===== src/rtl/core/jet_pkg.sv =====
package jet_pkg;

    localparam int COORD_BITS = 12;
    localparam int FRAC_BITS  = 28;
    localparam int REG_W      = 31;
    localparam int CNT_W      = 7;
    localparam int IDX_W      = 3;
    localparam int VAL_W      = FRAC_BITS + 6;
    localparam int MAG_W      = FRAC_BITS + 1;
    localparam int PROD_W     = FRAC_BITS + 2;
    localparam int PIX_W      = COORD_BITS + REG_W;
    localparam int SAT_W      = FRAC_BITS + 3;

    localparam logic [VAL_W-1:0]  TWO_V   = VAL_W'(1) << (FRAC_BITS + 1);
    localparam logic [PROD_W:0]   FOUR_P  = (PROD_W + 1)'(1) << (FRAC_BITS + 2);
    localparam logic [PIX_W-1:0]  PIX_SAT = PIX_W'(1) << (FRAC_BITS + 2);

    localparam logic [REG_W-1:0] C_REAL_RST = '0;
    localparam logic [REG_W-1:0] C_IMAG_RST = '0;
    localparam logic [REG_W-1:0] X_STEP_RST = REG_W'(1677722);
    localparam logic [REG_W-1:0] Y_STEP_RST = REG_W'(2236963);
    localparam logic [CNT_W-1:0] LIMIT_RST  = CNT_W'(64);

    typedef enum logic [IDX_W-1:0] {
        REG_C_REAL = 3'd0,
        REG_C_IMAG = 3'd1,
        REG_X_STEP = 3'd2,
        REG_Y_STEP = 3'd3,
        REG_LIMIT  = 3'd4
    } cfg_index_t;

    typedef enum logic [1:0] {
        CH_RED   = 2'd0,
        CH_GREEN = 2'd1,
        CH_BLUE  = 2'd2
    } channel_t;

    typedef struct packed {
        logic [REG_W-1:0] c_real;
        logic [REG_W-1:0] c_imag;
        logic [REG_W-1:0] x_step;
        logic [REG_W-1:0] y_step;
        logic [CNT_W-1:0] limit;
    } cfg_t;

    typedef struct packed {
        logic [CNT_W-1:0] red;
        logic [CNT_W-1:0] green;
        logic [CNT_W-1:0] blue;
    } counts_t;

    typedef struct packed {
        logic    idle;
        logic    done;
        counts_t counts;
    } core_status_t;

endpackage


===== src/rtl/core/jet_cfg_regs.sv =====
module jet_cfg_regs
    import jet_pkg::*;
(
    input  logic             clk,
    input  logic             rst_n,
    input  logic             cfg_write,
    input  logic [IDX_W-1:0] cfg_index,
    input  logic [REG_W-1:0] cfg_data,
    output cfg_t             cfg
);

    cfg_t cfg_reg;
    cfg_t cfg_next;

    always_comb
    begin
        cfg_next = cfg_reg;
        if (cfg_write)
        begin
            unique case (cfg_index)
                REG_C_REAL: cfg_next.c_real = cfg_data;
                REG_C_IMAG: cfg_next.c_imag = cfg_data;
                REG_X_STEP: cfg_next.x_step = cfg_data;
                REG_Y_STEP: cfg_next.y_step = cfg_data;
                REG_LIMIT:  cfg_next.limit  = cfg_data[CNT_W-1:0];
                default:    cfg_next = cfg_reg;
            endcase
        end
    end

    always_ff @(posedge clk or negedge rst_n)
    begin
        if (!rst_n)
        begin
            cfg_reg.c_real <= C_REAL_RST;
            cfg_reg.c_imag <= C_IMAG_RST;
            cfg_reg.x_step <= X_STEP_RST;
            cfg_reg.y_step <= Y_STEP_RST;
            cfg_reg.limit  <= LIMIT_RST;
        end
        else
        begin
            cfg_reg <= cfg_next;
        end
    end

    assign cfg = cfg_reg;

endmodule


===== src/rtl/core/jet_mult.sv =====
module jet_mult
    import jet_pkg::*;
(
    input  logic              clk,
    input  logic [MAG_W-1:0]  a,
    input  logic [MAG_W-1:0]  b,
    output logic [PROD_W-1:0] p
);

    logic [2*MAG_W-1:0] full;
    logic [PROD_W-1:0]  p_reg;

    assign full = {{MAG_W{1'b0}}, a} * {{MAG_W{1'b0}}, b};

    // truncate toward zero: drop the fraction bits of the magnitude
    always_ff @(posedge clk)
    begin
        p_reg <= full[FRAC_BITS +: PROD_W];
    end

    assign p = p_reg;

endmodule


===== src/rtl/core/jet_core.sv =====
module jet_core
    import jet_pkg::*;
(
    input  logic                    clk,
    input  logic                    rst_n,
    input  logic                    start,
    input  logic                    take,
    input  logic signed [VAL_W-1:0] x0,
    input  logic signed [VAL_W-1:0] y0,
    input  cfg_t                    cfg,
    output core_status_t            status
);

    typedef enum logic [5:0] {
        ST_IDLE  = 6'b000001,
        ST_CHECK = 6'b000010,
        ST_SQY   = 6'b000100,
        ST_XY    = 6'b001000,
        ST_UPD   = 6'b010000,
        ST_DONE  = 6'b100000
    } state_t;

    state_t                  state_reg, state_next;
    channel_t                ch_reg, ch_next;
    logic [CNT_W-1:0]        count_reg, count_next;
    logic signed [VAL_W-1:0] x_reg, x_next;
    logic signed [VAL_W-1:0] y_reg, y_next;
    logic signed [VAL_W-1:0] x0_reg, x0_next;
    logic signed [VAL_W-1:0] y0_reg, y0_next;
    logic [PROD_W-1:0]       px_reg, px_next;
    logic [PROD_W-1:0]       py_reg, py_next;
    counts_t                 counts_reg, counts_next;

    logic [VAL_W-1:0]        mx_full, my_full;
    logic [MAG_W-1:0]        mx, my;
    logic                    escaped;
    logic [MAG_W-1:0]        op_a, op_b;
    logic [PROD_W-1:0]       prod;
    logic [PROD_W:0]         mag_sum;
    logic signed [VAL_W-1:0] cre, cim;
    logic signed [VAL_W-1:0] nx, ny, two_xy;
    logic [CNT_W-1:0]        count_inc;
    logic                    finish;
    logic [CNT_W-1:0]        finish_count;

    assign mx_full = x_reg[VAL_W-1] ? VAL_W'(-x_reg) : VAL_W'(x_reg);
    assign my_full = y_reg[VAL_W-1] ? VAL_W'(-y_reg) : VAL_W'(y_reg);
    assign mx      = mx_full[MAG_W-1:0];
    assign my      = my_full[MAG_W-1:0];
    assign escaped = (mx_full >= TWO_V) || (my_full >= TWO_V);

    always_comb
    begin
        op_a = mx;
        op_b = mx;
        unique case (state_reg)
            ST_SQY:
            begin
                op_a = my;
                op_b = my;
            end
            ST_XY:
            begin
                op_a = mx;
                op_b = my;
            end
            default:
            begin
                op_a = mx;
                op_b = mx;
            end
        endcase
    end

    jet_mult u_mult (
        .clk (clk),
        .a   (op_a),
        .b   (op_b),
        .p   (prod)
    );

    always_comb
    begin
        case (ch_reg)
            CH_RED:
            begin
                cre = VAL_W'($signed(cfg.c_real));
                cim = VAL_W'($signed(cfg.c_real));
            end
            CH_GREEN:
            begin
                cre = VAL_W'($signed(cfg.c_real));
                cim = VAL_W'($signed(cfg.c_imag));
            end
            default:
            begin
                cre = VAL_W'($signed(cfg.c_imag));
                cim = VAL_W'($signed(cfg.c_imag));
            end
        endcase
    end

    assign mag_sum   = {1'b0, px_reg} + {1'b0, py_reg};
    assign two_xy    = $signed({{(VAL_W-PROD_W-1){1'b0}}, prod, 1'b0});
    assign nx        = $signed({{(VAL_W-PROD_W){1'b0}}, px_reg})
                     - $signed({{(VAL_W-PROD_W){1'b0}}, py_reg}) + cre;
    assign ny        = ((x_reg[VAL_W-1] ^ y_reg[VAL_W-1]) ? -two_xy : two_xy) + cim;
    assign count_inc = count_reg + CNT_W'(1);

    always_comb
    begin
        state_next   = state_reg;
        ch_next      = ch_reg;
        count_next   = count_reg;
        x_next       = x_reg;
        y_next       = y_reg;
        x0_next      = x0_reg;
        y0_next      = y0_reg;
        px_next      = px_reg;
        py_next      = py_reg;
        counts_next  = counts_reg;
        finish       = 1'b0;
        finish_count = count_reg;

        unique case (state_reg)
            ST_IDLE:
            begin
                if (start)
                begin
                    x0_next    = x0;
                    y0_next    = y0;
                    x_next     = x0;
                    y_next     = y0;
                    ch_next    = CH_RED;
                    count_next = '0;
                    state_next = ST_CHECK;
                end
            end
            ST_CHECK:
            begin
                if (escaped)
                begin
                    finish = 1'b1;
                end
                else
                begin
                    state_next = ST_SQY;
                end
            end
            ST_SQY:
            begin
                px_next    = prod;
                state_next = ST_XY;
            end
            ST_XY:
            begin
                py_next    = prod;
                state_next = ST_UPD;
            end
            ST_UPD:
            begin
                if (mag_sum >= FOUR_P)
                begin
                    finish = 1'b1;
                end
                else
                begin
                    x_next     = nx;
                    y_next     = ny;
                    count_next = count_inc;
                    if (count_inc >= cfg.limit)
                    begin
                        finish       = 1'b1;
                        finish_count = count_inc;
                    end
                    else
                    begin
                        state_next = ST_CHECK;
                    end
                end
            end
            ST_DONE:
            begin
                if (take)
                begin
                    state_next = ST_IDLE;
                end
            end
            default:
            begin
                state_next = ST_IDLE;
            end
        endcase

        // store this channel's count, then restart from the pixel's start point
        if (finish)
        begin
            x_next     = x0_reg;
            y_next     = y0_reg;
            count_next = '0;
            state_next = ST_CHECK;
            case (ch_reg)
                CH_RED:
                begin
                    counts_next.red = finish_count;
                    ch_next         = CH_GREEN;
                end
                CH_GREEN:
                begin
                    counts_next.green = finish_count;
                    ch_next           = CH_BLUE;
                end
                default:
                begin
                    counts_next.blue = finish_count;
                    state_next       = ST_DONE;
                end
            endcase
        end
    end

    always_ff @(posedge clk or negedge rst_n)
    begin
        if (!rst_n)
        begin
            state_reg <= ST_IDLE;
            ch_reg    <= CH_RED;
            count_reg <= '0;
        end
        else
        begin
            state_reg <= state_next;
            ch_reg    <= ch_next;
            count_reg <= count_next;
        end
    end

    always_ff @(posedge clk)
    begin
        x_reg      <= x_next;
        y_reg      <= y_next;
        x0_reg     <= x0_next;
        y0_reg     <= y0_next;
        px_reg     <= px_next;
        py_reg     <= py_next;
        counts_reg <= counts_next;
    end

    assign status.idle   = (state_reg == ST_IDLE);
    assign status.done   = (state_reg == ST_DONE);
    assign status.counts = counts_reg;

endmodule


===== src/rtl/core/julia_escape_time_rgb.sv =====
// Julia escape-time counter, three channels per pixel. Each item is one pixel
// position, mapped to z0 = (pixel_x*x_step - 2.0, pixel_y*y_step - 2.0) in
// signed Q6.28, and iterated z = z^2 + c once per channel with c = (re,re),
// (re,im) and (im,im); each count stops at the escape |z|^2 >= 4.0 or at the
// iteration limit. One multiplier is shared by all work: every iteration
// steps through CHECK, SQY, XY and UPD (x^2, y^2, x*y, update). A channel
// runs at most limit iterations, or one at a limit of 0, and a start point
// already at or past 2.0 ends its channel in CHECK with a count of zero.
// An accepted item runs its three channels in turn and is then handed to
// the output register. The input is stalled while an item is in work; a
// finished result waits in the output register, so the next item can start
// before it is taken. Running maxima of the three counts are cleared by
// frame_start before that pixel is counted.
// Write the registers only while the block is idle.
module julia_escape_time_rgb
    import jet_pkg::*;
(
    input  logic                  clk,
    input  logic                  rst_n,
    input  logic                  cfg_write,
    input  logic [IDX_W-1:0]      cfg_index,
    input  logic [REG_W-1:0]      cfg_data,
    input  logic                  in_valid,
    output logic                  in_stall,
    input  logic [COORD_BITS-1:0] pixel_x,
    input  logic [COORD_BITS-1:0] pixel_y,
    input  logic                  frame_start,
    output logic                  out_valid,
    input  logic                  out_stall,
    output logic [CNT_W-1:0]      red_count,
    output logic [CNT_W-1:0]      green_count,
    output logic [CNT_W-1:0]      blue_count,
    output logic [CNT_W-1:0]      red_max,
    output logic [CNT_W-1:0]      green_max,
    output logic [CNT_W-1:0]      blue_max
);

    cfg_t                    cfg;
    core_status_t            status;
    logic                    start;
    logic                    take;
    logic                    emit;
    logic [PIX_W-1:0]        x_prod, y_prod;
    logic [SAT_W-1:0]        x_sat, y_sat;
    logic signed [VAL_W-1:0] x0, y0;

    logic                    out_valid_reg, out_valid_next;
    logic                    fs_reg, fs_next;
    counts_t                 max_reg, max_next;
    counts_t                 base;
    counts_t                 cnt_out_reg;
    counts_t                 max_out_reg;

    jet_cfg_regs u_cfg_regs (
        .clk       (clk),
        .rst_n     (rst_n),
        .cfg_write (cfg_write),
        .cfg_index (cfg_index),
        .cfg_data  (cfg_data),
        .cfg       (cfg)
    );

    // clamp far-off coordinates: anything past +2.0 escapes the same way
    assign x_prod = PIX_W'(pixel_x) * PIX_W'(cfg.x_step);
    assign y_prod = PIX_W'(pixel_y) * PIX_W'(cfg.y_step);
    assign x_sat  = (x_prod >= PIX_SAT) ? PIX_SAT[SAT_W-1:0] : x_prod[SAT_W-1:0];
    assign y_sat  = (y_prod >= PIX_SAT) ? PIX_SAT[SAT_W-1:0] : y_prod[SAT_W-1:0];
    assign x0     = $signed({{(VAL_W-SAT_W){1'b0}}, x_sat}) - $signed(TWO_V);
    assign y0     = $signed({{(VAL_W-SAT_W){1'b0}}, y_sat}) - $signed(TWO_V);

    assign in_stall = !status.idle;
    assign start    = in_valid && status.idle;
    assign take     = !out_valid_reg || !out_stall;
    assign emit     = status.done && take;

    jet_core u_core (
        .clk    (clk),
        .rst_n  (rst_n),
        .start  (start),
        .take   (take),
        .x0     (x0),
        .y0     (y0),
        .cfg    (cfg),
        .status (status)
    );

    always_comb
    begin
        base     = fs_reg ? '0 : max_reg;
        max_next = max_reg;
        fs_next  = start ? frame_start : fs_reg;
        if (emit)
        begin
            max_next.red   = (status.counts.red > base.red) ? status.counts.red : base.red;
            max_next.green = (status.counts.green > base.green) ?
                             status.counts.green : base.green;
            max_next.blue  = (status.counts.blue > base.blue) ?
                             status.counts.blue : base.blue;
        end

        out_valid_next = out_valid_reg;
        if (emit)
        begin
            out_valid_next = 1'b1;
        end
        else if (!out_stall)
        begin
            out_valid_next = 1'b0;
        end
    end

    always_ff @(posedge clk or negedge rst_n)
    begin
        if (!rst_n)
        begin
            out_valid_reg <= 1'b0;
            max_reg       <= '0;
            fs_reg        <= 1'b0;
        end
        else
        begin
            out_valid_reg <= out_valid_next;
            max_reg       <= max_next;
            fs_reg        <= fs_next;
        end
    end

    always_ff @(posedge clk)
    begin
        if (emit)
        begin
            cnt_out_reg <= status.counts;
            max_out_reg <= max_next;
        end
    end

    assign out_valid   = out_valid_reg;
    assign red_count   = cnt_out_reg.red;
    assign green_count = cnt_out_reg.green;
    assign blue_count  = cnt_out_reg.blue;
    assign red_max     = max_out_reg.red;
    assign green_max   = max_out_reg.green;
    assign blue_max    = max_out_reg.blue;

endmodule


===== config.mk =====
export PLATFORM = sky130hd
export DESIGN_NAME = julia_escape_time_rgb
export DESIGN_NICKNAME = d
export VERILOG_FILES = /design/src/rtl/core/jet_pkg.sv /design/src/rtl/core/jet_cfg_regs.sv /design/src/rtl/core/jet_mult.sv /design/src/rtl/core/jet_core.sv /design/src/rtl/core/julia_escape_time_rgb.sv
export SDC_FILE = /design/constraint.sdc
export NUM_CORES = 2
export LEC_CHECK = 0
export ABC_AREA = 1
export ABC_CLOCK_PERIOD_IN_PS = 9100
export BUFFER_PORTS_ARGS = -buffer_cell sky130_fd_sc_hd__buf_2
export CORE_ASPECT_RATIO = 0.9
export CORE_UTILIZATION = 50
export CTS_BUF_LIST = sky130_fd_sc_hd__clkbuf_8
export DETAILED_ROUTE_END_ITERATION = 8
export HOLD_SLACK_MARGIN = 0.15
export PLACE_DENSITY_LB_ADDON = 0.25
export SYNTH_ARGS = -nofsm -noshare
export SYNTH_HDL_FRONTEND = slang
export SYNTH_SLANG_ARGS = --single-unit

===== constraint.sdc =====
create_clock -name clk -period 9.1 [get_ports clk]
set_input_delay 0.455 -clock clk [delete_from_list [all_inputs] [get_ports clk]]
set_output_delay 0.455 -clock clk [all_outputs]
set_load 0.02 [all_outputs]

# Word level (Yosys, flattened, before mapping)
# Index checks and enable logic that the tools add are counted.
[word_totals]
reg_bits = 458
input_bits = 64
out_inout_bits = 44
elab_cells = 140
[op_classes]
n_addsub = 10
mul = 3
order_cmp = 9
n_eq_ne = 17
n_mux = 47
bitwise_logic = 2
reduce_logical = 23
[ops]
columns = ["cell", "n"]
rows = [
  ["two-way mux 34 bit", 11],
  ["case mux 34 bit (2 select lines)", 2],
  [">= comparator 43 x 31 -> 1 bit, second input constant", 2],
  ["multiplier 12 x 31 -> 43 bit", 2],
  ["adder 34 bit", 2],
  [">= comparator 34 x 30 -> 1 bit, second input constant", 2],
  ["negation 34 bit", 2],
  ["subtractor 31 x 30 -> 32 bit, second input constant", 2],
  ["two-way mux 7 bit", 9],
  ["two-way mux 31 bit", 2],
  ["multiplier 29 x 29 -> 58 bit", 1],
  ["two-way mux 29 bit", 2],
  ["two-way mux 21 bit", 2],
  ["two-way mux 6 bit", 7],
  ["case mux 6 bit (6 select lines)", 1],
  ["negation 31 -> 34 bit", 1],
  ["adder 30 x 30 -> 31 bit", 1],
  [">= comparator 31 bit, second input constant", 1],
  ["subtractor 30 x 30 -> 31 bit", 1],
  ["greater-than comparator 7 bit", 3],
  ["AND reduction 2 bit", 9],
  ["case mux 7 bit (2 select lines)", 1],
  ["adder 7 x 1 -> 7 bit, second input constant", 1],
  [">= comparator 7 bit", 1],
  ["29 further kinds", 43],
]

# Longest topological paths before layout
[depth]
depth_word = 8
mapped_depth = 45
mapped_depth_nobuf = 44

# By module
# From an unflattened synthesis, not the netlist that was laid out.
[hier_totals]
cells_unflattened = 11194
area_unflattened_um2 = 82954.6
[by_module_without_submodules]
columns = ["mod", "n_inst", "cells_each", "area_per_inst_um2", "seq_area_each_um2"]
rows = [
  ["jet_mult", 1, 4034, 30091.4, 600.6],
  ["julia_escape_time_rgb", 1, 3787, 28018.1, 1836.8],
  ["jet_core", 1, 2795, 19668.9, 6892.9],
  ["jet_cfg_regs", 1, 578, 5176.2, 3301.9],
]

# Worst setup path after synthesis
# No wires, ideal clock.
[synth_timing]
path_kind = "register -> register"
from = "register u_core.x_reg[0]"
to = "register u_core.u_mult.p_reg[25] (netlist: u_core.u_mult.p[25])"
setup_time_ps = 112
arrival_ps = 7791
required_ps = 8988
setup_slack_ps = 1197
path_stages_with_launch = 39
period_less_slack_ps = 7903
cell_sequence = "edfxtp_1 -> inv_1 -> ha_1 -> inv_1 -> nor2_4 -> nand3_2 -> nor2_2 -> nand3_1 -> nor2_2 -> nand3b_1 -> o21ai_1 -> xor2_1 -> or2_2 -> o21ai_1 -> clkbuf_1 -> nand2_1 -> fa_1 -> inv_1 -> (+3 left out) -> fa_1 -> inv_1 -> fa_1 -> fa_1 -> fa_1 -> fa_1 -> ha_1 -> nand2_1 -> nor2_1 -> inv_1 -> nor2_1 -> inv_1 -> nor2_1 -> nand3_1 -> o221ai_1 -> nand2_1 -> nand3_1 -> nand2_1"
[synth_between]
elab_chain_cells = 4
word_cells_on_any_way = 5
cone_classes = "add/sub (1); mul (1); mux (3)"
[synth_rtl]
columns = ["item", "line", "source"]
rows = [
  ["from (decl)", "jet_core.sv:26", "logic signed [VAL_W-1:0] x_reg, x_next;"],
  ["from (signal assigned)", "jet_core.sv:240", "x_reg <= x_next;"],
  ["negation 34 bit", "jet_core.sv:46", "assign mx_full = x_reg[VAL_W-1] ? VAL_W'(-x_reg) : VAL_W'(x_reg);"],
  ["two-way mux 34 bit *", "jet_core.sv:46", ""],
  ["two-way mux 29 bit", "jet_core.sv:56", "unique case (state_reg)"],
  ["multiplier 29 x 29 -> 58 bit *", "jet_mult.sv:13", "assign full = {{MAG_W{1'b0}}, a} * {{MAG_W{1'b0}}, b};"],
  ["net u_core.u_mult.full[53]", "jet_mult.sv:10", "logic [2*MAG_W-1:0] full;"],
  ["to (signal assigned)", "jet_mult.sv:18", "p_reg <= full[FRAC_BITS +: PROD_W];"],
  ["to (decl)", "jet_mult.sv:11", "logic [PROD_W-1:0] p_reg;"],
]
# The timed path passes the listed nets; every way through them passes the cells marked *.
# A chain may end at the register's enable or synchronous reset.

# Final worst setup path
[layout_timing]
from = "register u_core.y_reg[0]"
to = "register u_core.u_mult.p_reg[16] (netlist: u_core.u_mult.p[16])"
[layout_between]
elab_chain_cells = 4
word_cells_on_any_way = 5
cone_classes = "add/sub (1); mul (1); mux (3)"
[layout_rtl]
columns = ["item", "line", "source"]
rows = [
  ["from (decl)", "jet_core.sv:27", "logic signed [VAL_W-1:0] y_reg, y_next;"],
  ["from (signal assigned)", "jet_core.sv:241", "y_reg <= y_next;"],
  ["negation 34 bit", "jet_core.sv:47", "assign my_full = y_reg[VAL_W-1] ? VAL_W'(-y_reg) : VAL_W'(y_reg);"],
  ["two-way mux 34 bit *", "jet_core.sv:47", ""],
  ["two-way mux 29 bit", "jet_core.sv:56", ""],
  ["multiplier 29 x 29 -> 58 bit *", "jet_mult.sv:13", ""],
  ["net u_core.u_mult.full[44]", "jet_mult.sv:10", ""],
]
# Marks and branches as above.

==> metrics.md <==
| Metric | Value |
|---|---|
| Status | `finished clean` |
| Synth Register Bits | `454` |
| Final GP Congestion | `1.01` |
| Clock Skew | `0.0709 ns` |
| Critical-path top delay cell | `fa_2` |
| Initial DRC count | `5,830` |
| TritonCTS clock tree | `yes` |
| CTS Sinks | `454` |
| Top post-synthesis cells by area | `fa_1, nand2_1, inv_1` |
| Syn Area/Cell | `7.76 um^2` |
| # fillers | `15,100` |
| Worst Hold Class | `input pin to asynchronous set/reset pin` |
| Share of layout cells above drive strength 1 | `6.71%` |
| Nets | `12,300` |
| Synth cell count leaders | `nand2_1, inv_1, fa_1, nor2_1, ha_1` |
| Slew margin rel. | `21.4%` |
| Worst hold slack | `0.183 ns` |
| DRC | `0` |
| Worst slack, placed | `0.129 ns` |
| # rows | `138` |
| Clock Pin Slew Worst Setup and Hold Paths | `0.08 ns` |
| Largest register FFs | `131` |
| Via count | `67,500` |
| Die width | `422 um` |
| Die span in y | `380 um` |
| WP data required | `9.74 ns` |
| Maxcap violations | `0` |
| CP Data Arrival Time | `9.45 ns` |
| Core Util, Final | `54.4%` |
| Starting Density | `50.4%` |
| Reg area | `0.0125 mm^2` |
| Crit end category | `flop` |
| Area of the core | `0.157 mm^2` |
| Final WL | `273 mm` |
| Synth Cell Area | `0.0793 mm^2` |
| Root buf cell | `clkbuf_8` |
| Area Growth Syn to Fin | `7.94%` |
| Area of the multi-input gates | `0.0568 mm^2` |
| Flop2flop setup slack | `0.28 ns` |
| Sequential share of the synthesized area | `15.8%` |
| Vias in the first global route | `68,500` |
| CTS Buffer Depth | `3` |
| H-tree Lvls | `3` |
| Slew Limit Fails | `0` |
| Top cell type's share of synthesized area | `33.0%` |
| Critical path startpoint category | `flop` |
| CTS Buf Count | `80` |
| Setup violations, final | `0` |
| Largest net degree at the start of global routing | `92` |
| Yosys warns | `0` |
| HPWL Detailed | `228 mm` |
| Number of flops mapped to enable cells by yosys | `255` |
| Wirelength per Cell | `21.8 um` |
| Count of antenna-violating nets left after detailed routing | `0` |
| Most frequent cell on the critical path | `fa_1` |
| Highest clock rate | `0.113 GHz` |
| Fin. Hold Viols | `0` |
| IO buf count | `107` |
| Drt first pass iters | `6` |
| Tmin final | `8.82 ns` |
| Die area | `0.160 mm^2` |
| Setup slack after layout | `0.284 ns` |
| Ys async rst share | `37.2%` |
| Period utilisation layout | `96.9%` |
| Gr ovfl total | `0` |
| Synth area leader | `fa_1` |
| Cell variety after synth | `63` |
| Via/cell ratio | `5.39` |
| Worst-Skew Late Latency | `0.79 ns` |
| Largest stage delay on the critical path | `0.56 ns` |
| Mapped Nets | `12,200` |
| IO Count | `108` |
| Antenna violations before repair | `14` |
| First-pass GRT wire length | `420 mm` |
| Crit-path max FO | `23` |
| Top FF cell, synth | `edfxtp_1` |
| Measured slew at the worst slew-check pin | `1.18 ns` |
| Syn Inst Count | `10,200` |
| Setup CP Type | `flop to flop` |
| Total track usage | `34.6%` |
| Top-count cell post-synth | `nand2_1` |
## area by class of cell
class / instances / area share, %
Clock inverter: 63 / 0.642
Timing Repair Buffer: 408 / 3.72
Antenna cell: 4 / 0.0117
Inverter: 2306 / 10.2
Clock buffer: 85 / 1.37
Sequential cell: 454 / 14.6
Multi-Input combinational cell: 7105 / 66.4
Tap cell: 2100 / 3.07
## metal layers
| layer | wire length [um] | up-vias | track usage (%) |
|---|---|---|---|
| met1 | 121000 | 33400 | 49.6 |
| met2 | 120000 | 2796 | 53.2 |
| met4 | 10400 | 16 | 11.5 |
| met5 | 96 | - | 0 |
| met3 | 22300 | 483 | 5.58 |
| li1 | - | 30800 | - |
## through the flow
stage          setup TNS [ns]  instances  cell area [um^2]
2_1_floorplan               0      10200             79300
3_3_place_gp                0      12300             83200
3_5_place_dp                0      12300             83200
4_1_cts                     0      12500             85200
5_1_grt                -0.121      12500             85500
6_report                    0      12500             85600
## critical path, delay by kind of cell (launching register included)
kind	cells	cell delay [ns]
buffers and inverters	9	1.10
AND/OR/NAND/NOR	8	1.05
AO/OA/AOI/OAI	6	1.16
adder cells (fa/ha/maj)	10	4.53
XOR/XNOR	2	0.39
flip-flops	1	0.40
## cells in the final DEF, fill, tap and decap left out, types with 27 or more instances in the layout
cell type      synthesis  layout
a21oi_1              389     383
dfrtp_1              149     149
inv_1               2274    2290
nand3b_1              32      32
nand3_1              219     218
o21ai_1               33      31
edfxtp_1             255     255
nand2_1             2667    2664
nor2_2                21      27
xor2_1               112     108
or2_2                 28      28
xnor2_1              102     101
buf_4                  8     244
dlygate4sd3_1          0      27
dfxtp_1               30      30
clkbuf_8               0      85
nand4_1               47      47
ha_1                 562     559
nor2_1               898     887
fa_1                1307    1305
buf_2                 66     106
o21ai_0              427     417
nor3_1                52      49
## final timing paths
path | start | to | cells after the start
max in group asynchronous | rst_n | u_cfg_regs.cfg[69] | 4
worst min register to register | u_core.status[14] | red_count[0] | 0
worst max-delay path | u_core.y_reg[0] | u_core.u_mult.p[16] | 35
worst min-delay path | rst_n | u_cfg_regs.cfg[48] | 2
worst max register to register | u_core.y_reg[0] | u_core.u_mult.p[16] | 35
min in group clk | cfg_data[9] | u_cfg_regs.cfg[109] | 3
## logic make-up after synthesis
family          after synthesis  share of synthesized area, %
compound gates             1000                          6.85
xor+xnor                    214                          2.36
fa+ha+maj                  1869                          41.9
buf+inv                    2662                          12.9
flops                       454                          15.8
mux                           3                        0.0379
simple gates               4019                          20.2
## what timing repair did
| item | CTS | global route |
|---|---|---|
| hold buffers | 27 | 0 |
| hold endpoints to repair | 143 | 0 |
| endpoints found under the setup margin | 0 | 30 |
| resized for setup | 0 | 66 |
| buffers inserted | 0 | 7 |
Power is not shown: default switching activity piles up to over one toggle a cycle in this logic, so the estimate is an artifact.
